## config.mk

```make
export PLATFORM = sky130hd
export DESIGN_NAME = turn_to_heading_coast_brake_flat
export DESIGN_NICKNAME = d
export VERILOG_FILES = /design/src/sv/tthcb_pkg.sv /design/src/sv/tthcb_item_if.sv /design/src/sv/tthcb_result_if.sv /design/src/sv/tthcb_cfg_if.sv /design/src/sv/tthcb_cfg_regs.sv /design/src/sv/tthcb_ctrl.sv /design/src/sv/turn_to_heading_coast_brake.sv /design/src/flat_wrapper.sv
export SDC_FILE = /design/constraint.sdc
export NUM_CORES = 2
export LEC_CHECK = 0
export ABC_AREA = 1
export BUFFER_PORTS_ARGS = -buffer_cell sky130_fd_sc_hd__buf_2
export CAP_MARGIN = 20
export CELL_PAD_IN_SITES_DETAIL_PLACEMENT = 1
export CELL_PAD_IN_SITES_GLOBAL_PLACEMENT = 2
export CORE_ASPECT_RATIO = 1.25
export CORE_MARGIN = 3
export CORE_UTILIZATION = 35
export DETAILED_ROUTE_END_ITERATION = 12
export PLACE_DENSITY = 0.76
export SLEW_MARGIN = 20
export SYNTH_ARGS = -nofsm -noshare
export SYNTH_HDL_FRONTEND = slang
export SYNTH_SLANG_ARGS = --single-unit
```

## constraint.sdc

```tcl
create_clock -name clk -period 15.06 [get_ports clk]
set_clock_uncertainty 0.2 [all_clocks]
set_input_delay 0.753 -clock clk [delete_from_list [all_inputs] [get_ports clk]]
set_output_delay 0.753 -clock clk [all_outputs]
set_load 0.01 [all_outputs]
```

## src/sv/tthcb_pkg.sv

```systemverilog
package tthcb_pkg;

    localparam int CFG_INDEX_W = 4;

    localparam logic [CFG_INDEX_W-1:0] REG_DROP_MARGIN    = 4'd0;
    localparam logic [CFG_INDEX_W-1:0] REG_HEADING_OFFSET = 4'd1;
    localparam logic [CFG_INDEX_W-1:0] REG_FULL_POWER     = 4'd2;
    localparam logic [CFG_INDEX_W-1:0] REG_GLIDE_POWER    = 4'd3;
    localparam logic [CFG_INDEX_W-1:0] REG_GLIDE_GAIN     = 4'd4;
    localparam logic [CFG_INDEX_W-1:0] REG_STOP_GAIN      = 4'd5;
    localparam logic [CFG_INDEX_W-1:0] REG_BRAKE_HOLD_MS  = 4'd6;
    localparam logic [CFG_INDEX_W-1:0] REG_LIMIT_MS       = 4'd7;

    localparam logic ACT_START = 1'b0;
    localparam logic ACT_TICK  = 1'b1;

    localparam logic [1:0] KIND_DRIVE   = 2'd0;
    localparam logic [1:0] KIND_BRAKE   = 2'd1;
    localparam logic [1:0] KIND_DONE    = 2'd2;
    localparam logic [1:0] KIND_STARTED = 2'd3;

    localparam logic [1:0] MODE_FULL  = 2'd0;
    localparam logic [1:0] MODE_COAST = 2'd1;
    localparam logic [1:0] MODE_BRAKE = 2'd2;

    localparam logic [15:0] SMALL_ERR_MAX  = 16'd910;
    localparam logic [19:0] SLOW_RATE_MAX  = 20'd45;
    localparam logic [14:0] FULL_POWER_RST = 15'd32767;
    localparam int          GAIN_SHIFT     = 12;

    typedef struct packed {
        logic [14:0]        drop_margin;
        logic signed [15:0] heading_offset;
        logic [14:0]        full_power;
        logic [14:0]        glide_power;
        logic [15:0]        glide_gain;
        logic [15:0]        stop_gain;
        logic [15:0]        brake_hold_ms;
        logic [31:0]        limit_ms;
    } cfg_t;

    typedef struct packed {
        logic               action;
        logic signed [15:0] heading;
        logic signed [15:0] bearing;
        logic signed [19:0] turn_rate;
        logic [31:0]        now_ms;
    } item_t;

    typedef struct packed {
        logic [1:0]         kind;
        logic signed [15:0] front_left;
        logic signed [15:0] front_right;
        logic signed [15:0] back_left;
        logic signed [15:0] back_right;
    } result_t;

endpackage

```

## src/sv/tthcb_item_if.sv

```systemverilog
interface tthcb_item_if;
    logic               valid;
    logic               ready;
    logic               action;
    logic signed [15:0] heading;
    logic signed [15:0] bearing;
    logic signed [19:0] turn_rate;
    logic [31:0]        now_ms;

    modport source (output valid, action, heading, bearing, turn_rate, now_ms, input ready);
    modport sink (input valid, action, heading, bearing, turn_rate, now_ms, output ready);
endinterface

```

## src/sv/tthcb_result_if.sv

```systemverilog
interface tthcb_result_if;
    logic               valid;
    logic               ready;
    logic [1:0]         kind;
    logic signed [15:0] front_left;
    logic signed [15:0] front_right;
    logic signed [15:0] back_left;
    logic signed [15:0] back_right;

    modport source (output valid, kind, front_left, front_right, back_left, back_right,
                    input ready);
    modport sink (input valid, kind, front_left, front_right, back_left, back_right,
                  output ready);
endinterface

```

## src/sv/tthcb_cfg_if.sv

```systemverilog
interface tthcb_cfg_if;
    logic                               valid;
    logic                               ready;
    logic [tthcb_pkg::CFG_INDEX_W-1:0]  index;
    logic [31:0]                        data;

    modport source (output valid, index, data, input ready);
    modport sink (input valid, index, data, output ready);
endinterface

```

## src/sv/tthcb_cfg_regs.sv

```systemverilog
module tthcb_cfg_regs (
    input  logic                              clk,
    input  logic                              rst_n,
    input  logic                              wr_en,
    input  logic [tthcb_pkg::CFG_INDEX_W-1:0] wr_index,
    input  logic [31:0]                       wr_data,
    output tthcb_pkg::cfg_t                   cfg
);

    tthcb_pkg::cfg_t cfg_reg;
    tthcb_pkg::cfg_t cfg_next;

    always_comb
    begin
        cfg_next = cfg_reg;
        if (wr_en)
        begin
            case (wr_index)
                tthcb_pkg::REG_DROP_MARGIN:    cfg_next.drop_margin    = wr_data[14:0];
                tthcb_pkg::REG_HEADING_OFFSET: cfg_next.heading_offset = wr_data[15:0];
                tthcb_pkg::REG_FULL_POWER:     cfg_next.full_power     = wr_data[14:0];
                tthcb_pkg::REG_GLIDE_POWER:    cfg_next.glide_power    = wr_data[14:0];
                tthcb_pkg::REG_GLIDE_GAIN:     cfg_next.glide_gain     = wr_data[15:0];
                tthcb_pkg::REG_STOP_GAIN:      cfg_next.stop_gain      = wr_data[15:0];
                tthcb_pkg::REG_BRAKE_HOLD_MS:  cfg_next.brake_hold_ms  = wr_data[15:0];
                tthcb_pkg::REG_LIMIT_MS:       cfg_next.limit_ms       = wr_data;
                default:                       cfg_next = cfg_reg;
            endcase
        end
    end

    always_ff @(posedge clk or negedge rst_n)
    begin
        if (!rst_n)
        begin
            cfg_reg <= '{full_power: tthcb_pkg::FULL_POWER_RST, default: '0};
        end
        else
        begin
            cfg_reg <= cfg_next;
        end
    end

    assign cfg = cfg_reg;

endmodule

```

## src/sv/tthcb_ctrl.sv

```systemverilog
module tthcb_ctrl (
    input  logic              clk,
    input  logic              rst_n,
    input  logic              advance,
    input  tthcb_pkg::item_t  item,
    input  tthcb_pkg::cfg_t   cfg,
    output tthcb_pkg::result_t result
);

    logic [15:0] goal_reg, goal_next;
    logic [15:0] first_error_reg, first_error_next;
    logic [1:0]  mode_reg, mode_next;
    logic        spin_neg_reg, spin_neg_next;
    logic        braking_reg, braking_next;
    logic [31:0] brake_since_reg, brake_since_next;
    logic [31:0] start_time_reg, start_time_next;

    // start path
    logic [15:0] cand_lo, cand_hi, off_lo, off_hi, pick, goal_start, err_start;
    // tick path
    logic [15:0] err, err_mag;
    logic [19:0] rate_abs;
    logic [27:0] err_scaled;
    logic [35:0] glide_prod, stop_prod;
    logic [31:0] run_time, brake_elapsed;
    logic        small_err, sign_flip, timed_out, early_done;
    logic        glide_hit, stop_hit, brake_end;
    logic [1:0]  mode_glide, mode_stop;
    logic [1:0]  kind;
    logic [14:0] power;
    logic        spin_out;
    logic [15:0] drive;

    function automatic logic [15:0] mag16(input logic [15:0] v);
        mag16 = v[15] ? 16'(-v) : v;
    endfunction

    always_comb
    begin
        cand_lo    = 16'(item.bearing - {1'b0, cfg.drop_margin});
        cand_hi    = 16'(item.bearing + {1'b0, cfg.drop_margin});
        off_lo     = 16'(cand_lo - item.heading);
        off_hi     = 16'(cand_hi - item.heading);
        pick       = (mag16(off_lo) < mag16(off_hi)) ? cand_lo : cand_hi;
        goal_start = 16'(pick + cfg.heading_offset);
        err_start  = 16'(goal_start - item.heading);

        err        = 16'(goal_reg - item.heading);
        err_mag    = mag16(err);
        rate_abs   = item.turn_rate[19] ? 20'(-item.turn_rate) : item.turn_rate;
        err_scaled = {err_mag, {tthcb_pkg::GAIN_SHIFT{1'b0}}};
        glide_prod = rate_abs * cfg.glide_gain;
        stop_prod  = rate_abs * cfg.stop_gain;
        glide_hit  = {8'd0, err_scaled} <= glide_prod;
        stop_hit   = {8'd0, err_scaled} <= stop_prod;

        run_time      = item.now_ms - start_time_reg;
        brake_elapsed = item.now_ms - brake_since_reg;
        small_err  = mag16(first_error_reg) <= tthcb_pkg::SMALL_ERR_MAX;
        sign_flip  = err[15] != first_error_reg[15];
        timed_out  = (cfg.limit_ms != 32'd0) && (run_time >= cfg.limit_ms);
        early_done = small_err || sign_flip || timed_out;
        brake_end  = (brake_elapsed > {16'd0, cfg.brake_hold_ms})
                     || (rate_abs <= tthcb_pkg::SLOW_RATE_MAX);

        mode_glide = (glide_hit && mode_reg == tthcb_pkg::MODE_FULL)
                     ? tthcb_pkg::MODE_COAST : mode_reg;
        mode_stop  = (stop_hit && mode_glide != tthcb_pkg::MODE_BRAKE)
                     ? tthcb_pkg::MODE_BRAKE : mode_glide;

        goal_next        = goal_reg;
        first_error_next = first_error_reg;
        mode_next        = mode_reg;
        spin_neg_next    = spin_neg_reg;
        braking_next     = braking_reg;
        brake_since_next = brake_since_reg;
        start_time_next  = start_time_reg;
        kind             = tthcb_pkg::KIND_DONE;
        power            = 15'd0;
        spin_out         = spin_neg_reg;

        if (item.action == tthcb_pkg::ACT_START)
        begin
            goal_next        = goal_start;
            first_error_next = err_start;
            spin_neg_next    = err_start[15];
            mode_next        = tthcb_pkg::MODE_FULL;
            braking_next     = 1'b0;
            start_time_next  = item.now_ms;
            kind             = tthcb_pkg::KIND_STARTED;
        end
        else if (!early_done)
        begin
            mode_next = mode_stop;
            case (mode_stop)
                tthcb_pkg::MODE_COAST:
                begin
                    kind  = tthcb_pkg::KIND_DRIVE;
                    power = cfg.glide_power;
                end
                tthcb_pkg::MODE_BRAKE:
                begin
                    kind = tthcb_pkg::KIND_BRAKE;
                    if (!braking_reg)
                    begin
                        braking_next     = 1'b1;
                        brake_since_next = item.now_ms;
                    end
                    else if (brake_end)
                    begin
                        braking_next = 1'b0;
                        kind         = tthcb_pkg::KIND_DONE;
                    end
                end
                default:
                begin
                    kind  = tthcb_pkg::KIND_DRIVE;
                    power = cfg.full_power;
                end
            endcase
        end

        drive              = spin_out ? 16'(-{1'b0, power}) : {1'b0, power};
        result.kind        = kind;
        result.front_left  = drive;
        result.front_right = 16'(-drive);
        result.back_left   = 16'(-drive);
        result.back_right  = drive;
    end

    // hold state unless the item moves on to the result register
    always_ff @(posedge clk or negedge rst_n)
    begin
        if (!rst_n)
        begin
            goal_reg        <= '0;
            first_error_reg <= '0;
            mode_reg        <= tthcb_pkg::MODE_FULL;
            spin_neg_reg    <= 1'b0;
            braking_reg     <= 1'b0;
            brake_since_reg <= '0;
            start_time_reg  <= '0;
        end
        else if (advance)
        begin
            goal_reg        <= goal_next;
            first_error_reg <= first_error_next;
            mode_reg        <= mode_next;
            spin_neg_reg    <= spin_neg_next;
            braking_reg     <= braking_next;
            brake_since_reg <= brake_since_next;
            start_time_reg  <= start_time_next;
        end
    end

endmodule

```

## src/sv/turn_to_heading_coast_brake.sv

```systemverilog
// Pipeline: an input transfer loads the input register; the result register loads
// the computed result once it is free, and the result transfer follows from it.
// Throughput: one item per cycle while results are taken; an item sits in the input
// register while the result register may still hold the previous result.
// Reset (rst_n low, asynchronous): both pipeline registers empty, segment state
// cleared to goal zero and full power mode, config registers at their defaults.
module turn_to_heading_coast_brake (
    input  logic                  clk,
    input  logic                  rst_n,
    tthcb_item_if.sink            items,
    tthcb_result_if.source        results,
    tthcb_cfg_if.sink             cfg
);

    tthcb_pkg::cfg_t    cfg_val;
    tthcb_pkg::item_t   item_in;
    tthcb_pkg::item_t   item_reg;
    logic               item_valid_reg, item_valid_next;
    tthcb_pkg::result_t result_calc;
    tthcb_pkg::result_t result_reg;
    logic               result_valid_reg, result_valid_next;
    logic               out_free;
    logic               advance;

    assign cfg.ready = 1'b1;

    tthcb_cfg_regs u_cfg_regs (
        .clk      (clk),
        .rst_n    (rst_n),
        .wr_en    (cfg.valid),
        .wr_index (cfg.index),
        .wr_data  (cfg.data),
        .cfg      (cfg_val)
    );

    assign item_in.action    = items.action;
    assign item_in.heading   = items.heading;
    assign item_in.bearing   = items.bearing;
    assign item_in.turn_rate = items.turn_rate;
    assign item_in.now_ms    = items.now_ms;

    assign out_free    = !result_valid_reg || results.ready;
    assign advance     = item_valid_reg && out_free;
    assign items.ready = !item_valid_reg || out_free;

    always_comb
    begin
        item_valid_next   = items.ready ? items.valid : item_valid_reg;
        result_valid_next = out_free ? item_valid_reg : result_valid_reg;
    end

    tthcb_ctrl u_ctrl (
        .clk     (clk),
        .rst_n   (rst_n),
        .advance (advance),
        .item    (item_reg),
        .cfg     (cfg_val),
        .result  (result_calc)
    );

    always_ff @(posedge clk or negedge rst_n)
    begin
        if (!rst_n)
        begin
            item_valid_reg   <= 1'b0;
            result_valid_reg <= 1'b0;
        end
        else
        begin
            item_valid_reg   <= item_valid_next;
            result_valid_reg <= result_valid_next;
        end
    end

    always_ff @(posedge clk)
    begin
        if (items.valid && items.ready)
        begin
            item_reg <= item_in;
        end
        if (advance)
        begin
            result_reg <= result_calc;
        end
    end

    assign results.valid       = result_valid_reg;
    assign results.kind        = result_reg.kind;
    assign results.front_left  = result_reg.front_left;
    assign results.front_right = result_reg.front_right;
    assign results.back_left   = result_reg.back_left;
    assign results.back_right  = result_reg.back_right;

endmodule

```

## src/flat_wrapper.sv

```systemverilog
// flat-port wrapper written by rule: the top's interface ports become plain ports
module turn_to_heading_coast_brake_flat 
  (clk, rst_n, items_valid, items_action, items_heading, items_bearing, items_turn_rate, items_now_ms, items_ready, results_valid, results_kind, results_front_left, results_front_right, results_back_left, results_back_right, results_ready, cfg_valid, cfg_index, cfg_data, cfg_ready);
  tthcb_item_if items_i ();
  tthcb_result_if results_i ();
  tthcb_cfg_if cfg_i ();
  input  logic clk;
  input  logic rst_n;
  input wire logic [$bits(items_i.valid)-1:0] items_valid;
  input wire logic [$bits(items_i.action)-1:0] items_action;
  input wire logic [$bits(items_i.heading)-1:0] items_heading;
  input wire logic [$bits(items_i.bearing)-1:0] items_bearing;
  input wire logic [$bits(items_i.turn_rate)-1:0] items_turn_rate;
  input wire logic [$bits(items_i.now_ms)-1:0] items_now_ms;
  output wire logic [$bits(items_i.ready)-1:0] items_ready;
  output wire logic [$bits(results_i.valid)-1:0] results_valid;
  output wire logic [$bits(results_i.kind)-1:0] results_kind;
  output wire logic [$bits(results_i.front_left)-1:0] results_front_left;
  output wire logic [$bits(results_i.front_right)-1:0] results_front_right;
  output wire logic [$bits(results_i.back_left)-1:0] results_back_left;
  output wire logic [$bits(results_i.back_right)-1:0] results_back_right;
  input wire logic [$bits(results_i.ready)-1:0] results_ready;
  input wire logic [$bits(cfg_i.valid)-1:0] cfg_valid;
  input wire logic [$bits(cfg_i.index)-1:0] cfg_index;
  input wire logic [$bits(cfg_i.data)-1:0] cfg_data;
  output wire logic [$bits(cfg_i.ready)-1:0] cfg_ready;
  assign items_i.valid = items_valid;
  assign items_i.action = items_action;
  assign items_i.heading = items_heading;
  assign items_i.bearing = items_bearing;
  assign items_i.turn_rate = items_turn_rate;
  assign items_i.now_ms = items_now_ms;
  assign items_ready = items_i.ready;
  assign results_valid = results_i.valid;
  assign results_kind = results_i.kind;
  assign results_front_left = results_i.front_left;
  assign results_front_right = results_i.front_right;
  assign results_back_left = results_i.back_left;
  assign results_back_right = results_i.back_right;
  assign results_i.ready = results_ready;
  assign cfg_i.valid = cfg_valid;
  assign cfg_i.index = cfg_index;
  assign cfg_i.data = cfg_data;
  assign cfg_ready = cfg_i.ready;
  turn_to_heading_coast_brake u_core (.clk(clk), .rst_n(rst_n), .items(items_i), .results(results_i), .cfg(cfg_i));
endmodule
```

Word-level counts from Yosys, hierarchy flattened. Index checks and enable logic that the tools add are counted.

Reduce and logical (&&, ||, !) cells: 28. Bitwise operators: 3. $mul: 2. Mux-type cells: 23. Order comparisons: 7. Equal/unequal tests: 13. Add/sub/neg operators: 16.

Operator list (count): $mux W16 (6); $neg A16 Y16 (5); $le A28 B36 Y1 (2); $mul A20 B16 Y36 (2); $sub A16 B16 Y16 (4); $sub A32 B32 Y32 (2); $ge A32 B32 Y1 (1); $gt A32 B16 Y1 (1); $reduce_bool A32 Y1 (1); $mux W15 (2); $pmux W15 S2 (1); $le A20 B6 Y1 const B (1); $mux W20 (1); $neg A20 Y20 (1); $reduce_and A2 Y1 (10); $add A16 B15 Y16 (1); $add A16 B16 Y16 (1); $eq A4 B3 Y1 const B (4); $le A16 B10 Y1 const B (1); $lt A16 B16 Y1 (1); $neg A15 Y16 (1); $sub A16 B15 Y16 (1); $mux W2 (7); $eq A4 B2 Y1 const B (2); 15 further kinds (33).

Register bits after elaboration: 362. Output and inout bits: 69. Word-level logic and storage cells: 118.

Logic depth before layout (Yosys ltp).
Depth after elaboration: 16. Mapped depth: 72. Mapped depth without buffers: 69.

Cells and area by module. From an unflattened synthesis, not the netlist that was laid out.

Cells, all modules: 6146. Area total of the unflattened synthesis: 48494.0 um2.

By module, submodules not included: tthcb_ctrl (area each 38087.8 um2, times used 1, cells each 5323, seq. area each 2477.4 um2); tthcb_cfg_regs (area each 5765.5 um2, times used 1, cells each 658, seq. area each 3547.2 um2); turn_to_heading_coast_brake (area each 4640.7 um2, times used 1, cells each 165, seq. area each 4584.4 um2).

Least setup slack after synthesis. No wires, ideal clock.

Path kind: register to register. Start point: register u_core.item_reg[32] in the netlist's numbering. End point: register u_core.result_reg, in the netlist u_core.results.front_right[10], data pin. Data arrival time: 10.694 ns. Clock period less this slack: 11.151 ns. Slack: 3.909 ns. Path buffers: 3. Setup time: 0.257 ns. Stages on the path, launching flop included: 69. Path through: edfxtp_1 > clkbuf_1 > inv_2 > ha_1 > nand3_1 > inv_1 > nand3_1 > nor3_1 > nand2_1 > o21ai_0 > or2_2 > nand2_1 > inv_1 > clkbuf_1 > nand2_1 > fa_1 > fa_1 > inv_1 > (+33 left out) > clkbuf_2 > inv_1 > nand2_1 > inv_1 > a22oi_1 > inv_1 > nand2_1 > ha_1 > nand2_1 > nand2_1 > inv_1 > ha_1 > nand3_1 > nor2_4 > nand3_2 > nor2_4 > nand2_1 > xor2_1.

RTL lines: from (decl) (RTL line turn_to_heading_coast_brake.sv:17) `tthcb_pkg::item_t item_reg;`; from (signal assigned) (RTL line turn_to_heading_coast_brake.sv:79) `item_reg <= item_in;`; to (signal assigned) (RTL line turn_to_heading_coast_brake.sv:83) `result_reg <= result_calc;`; to (decl) (RTL line turn_to_heading_coast_brake.sv:20) `tthcb_pkg::result_t result_reg;`.

==> metrics.cfg <==
[synthesis]
ys_async_sr_fraction_pct = 67.2
synth_nets = 6948
ys_ff_latch = 360
synthDistinctLibCells = 67
synth_ff_type = dfrtp_1
synth_enable_flop_cells = 118
syn_area_sq_um = 46300
synth_seq_area_share_pct = 20.8
yosysWarnings = 0
synth_cells = 5824
syn_area_per_cell_sq_um = 7.95

[sta]
maxSlewViolCount = 0
period_needed_ns = 13.91
rsz0062_at_grt = no
hold_viol_final = 0
setup_tns_ns = 0
setup_viol = 0
worstMarginPinSlew_ns = 1.05
max_freq_mhz = 71.9
fin_crit_sh_pct = 92.4
maxSlewHeadroom_pct = 29.7

[routing]
firstDrtPassIters = 5
drtIter0Drc = 1744
vias = 38500
drt_drc_violations_left = 0
via_per_inst = 5.02
wirelength_mm = 156
antenna_left = 0
wl_per_cell_um = 20.3

[critical_path]
max_stage_delay_ns = 0.56
worstSetupPathType = reg2reg
crit_fanout = 16
cp-start-kind = flop
worstSetupStartpoint = u_core.item_reg[32]
crit_arrival_ns = 14.09
crit_slowest_cell = fa_1
r2r_end = u_core.results.front_right[10]
r2r_cells = 65
setup.worst_path.end = u_core.results.front_right[10]
r2r_slack_ns = 1.15
crit_top_cell = nand2_1
end_kind = flop
crit-reg2reg-launch = u_core.item_reg[32]
critPathRequiredTime_ns = 15.25

[clock_network]
clock_sinks = 360
cts_root_buf = clkbuf_16
clk_latency_ns = 0.65
cts_setup_buffers = 0
htreeDepth = 2
cts.path.max_buffers = 3
cts_tree = yes
path_clk_slew_ns = 0.06
cts_buffers = 45

[global_route]
antenna_found_initial = 9
gr-total-overflow = 0
grt_max_degree = 78
grt.total_usage_pct = 22.8
grt_pass1_vias = 42100
grt_first_pass_wirelength_mm = 243

[run]
maxCapViolations = 0

[floorplan]
die_w_um = 331
core-area_sq_um = 131000
rows = 148
dieHeight_um = 413
floorplan.initialDensity_pct = 35.4
dieArea_sq_um = 137000
io_pins = 195

[final_layout]
largest_reg_flops = 141
final_cell_mix = nand2_1 (1218), inv_1 (1102), fa_1 (509)
nNetsFinal = 7028
drive_gt1_share_pct = 6.77
syn2layout_area_growth_pct = 9.04
final_common_cell = nand2_1

[placement]
gp_congestion = 0.865
hpwl_mm = 127
io_buffers = 193

[min_path]
hp-start = items_now_ms[23]
hp-class = in2reg

[outcome]
outcome = finished clean

==> Yosys cell counts (all sizes together), types with 12 or more instances <==
cell | number | share of area [%]
nor4 | 20 | 0.28
xnor2 | 90 | 1.7
o21bai | 28 | 0.45
o21ai | 360 | 3.9
a21boi | 12 | 0.19
a22oi | 14 | 0.23
dfstp | 15 | 0.85
fa | 509 | 22
a21o | 20 | 0.32
dfrtp | 227 | 12
a21oi | 321 | 3.5
buf | 59 | 0.82
nor3 | 49 | 0.56
xor2 | 169 | 3.2
nand2 | 1235 | 10
edfxtp | 118 | 7.7
or2 | 14 | 0.19
a31oi | 18 | 0.24
nor2 | 506 | 4.3
inv | 1113 | 9.0
nand4 | 51 | 0.69
nand3 | 144 | 1.7
clkbuf | 156 | 1.3
ha | 489 | 13
==> repair_timing <==
| item | in CTS | in global routing |
|---|---|---|
| hold buffers | 1 | 0 |
| endpoints found under the setup margin | 0 | 6 |
| hold endpoints to repair | 75 | 0 |
| resized for setup | 0 | 1 |
==> per-stage QoR <==
stage	utilization [%]	cell area (sq um)	setup WS, ns	cells	hold WS (ns)
after CTS	38.6	50400	1.04	7664	0.0207
after floorplan	-	46300	3.91	5824	0.248
final	38.6	50500	1.15	7672	0.0726
after global placement	37.4	48900	1.45	7579	0.266
after global routing	38.6	50500	0.0132	7666	0.0418
after detailed placement	37.4	48900	1.06	7579	0.274
==> metal layers <==
| layer | up-vias | GRT usage (%) | share of wire, % |
|---|---|---|---|
| met3 | 215 | 2.19 | 2.7 |
| met5 | - | 0 | 0.018 |
| met2 | 547 | 42.8 | 52 |
| met1 | 19400 | 27.2 | 42 |
| met4 | 4 | 7.64 | 3.7 |
| li1 | 18300 | - | - |
==> worst min path at each step <==
stage | to | slack (ns) | depth (start not counted)
6_report | u_core.item_reg[23] | 0.07 | 1
5_1_grt | u_core.item_reg[22] | 0.04 | 1
4_1_cts | u_core.item_reg[23] | 0.02 | 1
3_5_place_dp | u_core.u_cfg_regs.cfg[7] | 0.27 | 2
3_3_place_gp | u_core.u_cfg_regs.cfg[55] | 0.27 | 2
2_1_floorplan | u_core.u_ctrl.goal_reg[2] | 0.25 | 2
==> cell families after synthesis <==
logic type | count (synthesis) | share of synthesized area, %
compound gates | 832 | 9.86
xor+xnor | 259 | 4.92
fa+ha+maj | 998 | 35.2
buf+inv | 1337 | 11.2
flops | 360 | 20.8
mux | 1 | 0.0243
other cells | 1 | 0.00810
simple gates | 2036 | 18.0
==> worst max-delay path, delay by kind of cell, from the launching register on <==
kind / cells / cell delay [ns]
buf+inv: 11 / 1.58
simple gates: 32 / 4.58
xor+xnor: 2 / 0.34
fa+ha+maj: 12 / 4.94
compound gates: 8 / 1.63
flops: 1 / 0.39
==> cell type report <==
cell class                      instances  area [sq um]
Clock buffer                           55          1200
Antenna cell                            6          15.0
Tap cell                             1725          2160
Timing Repair Buffer                  248          1400
Clock inverter                         29           352
Multi-Input combinational cell       4127         31500
Fill cell                           16000         80200
Inverter                             1122          4210
Sequential cell                       360          9620
Power is not shown: default switching activity piles up to over one toggle a cycle in this logic, so the estimate is an artifact.
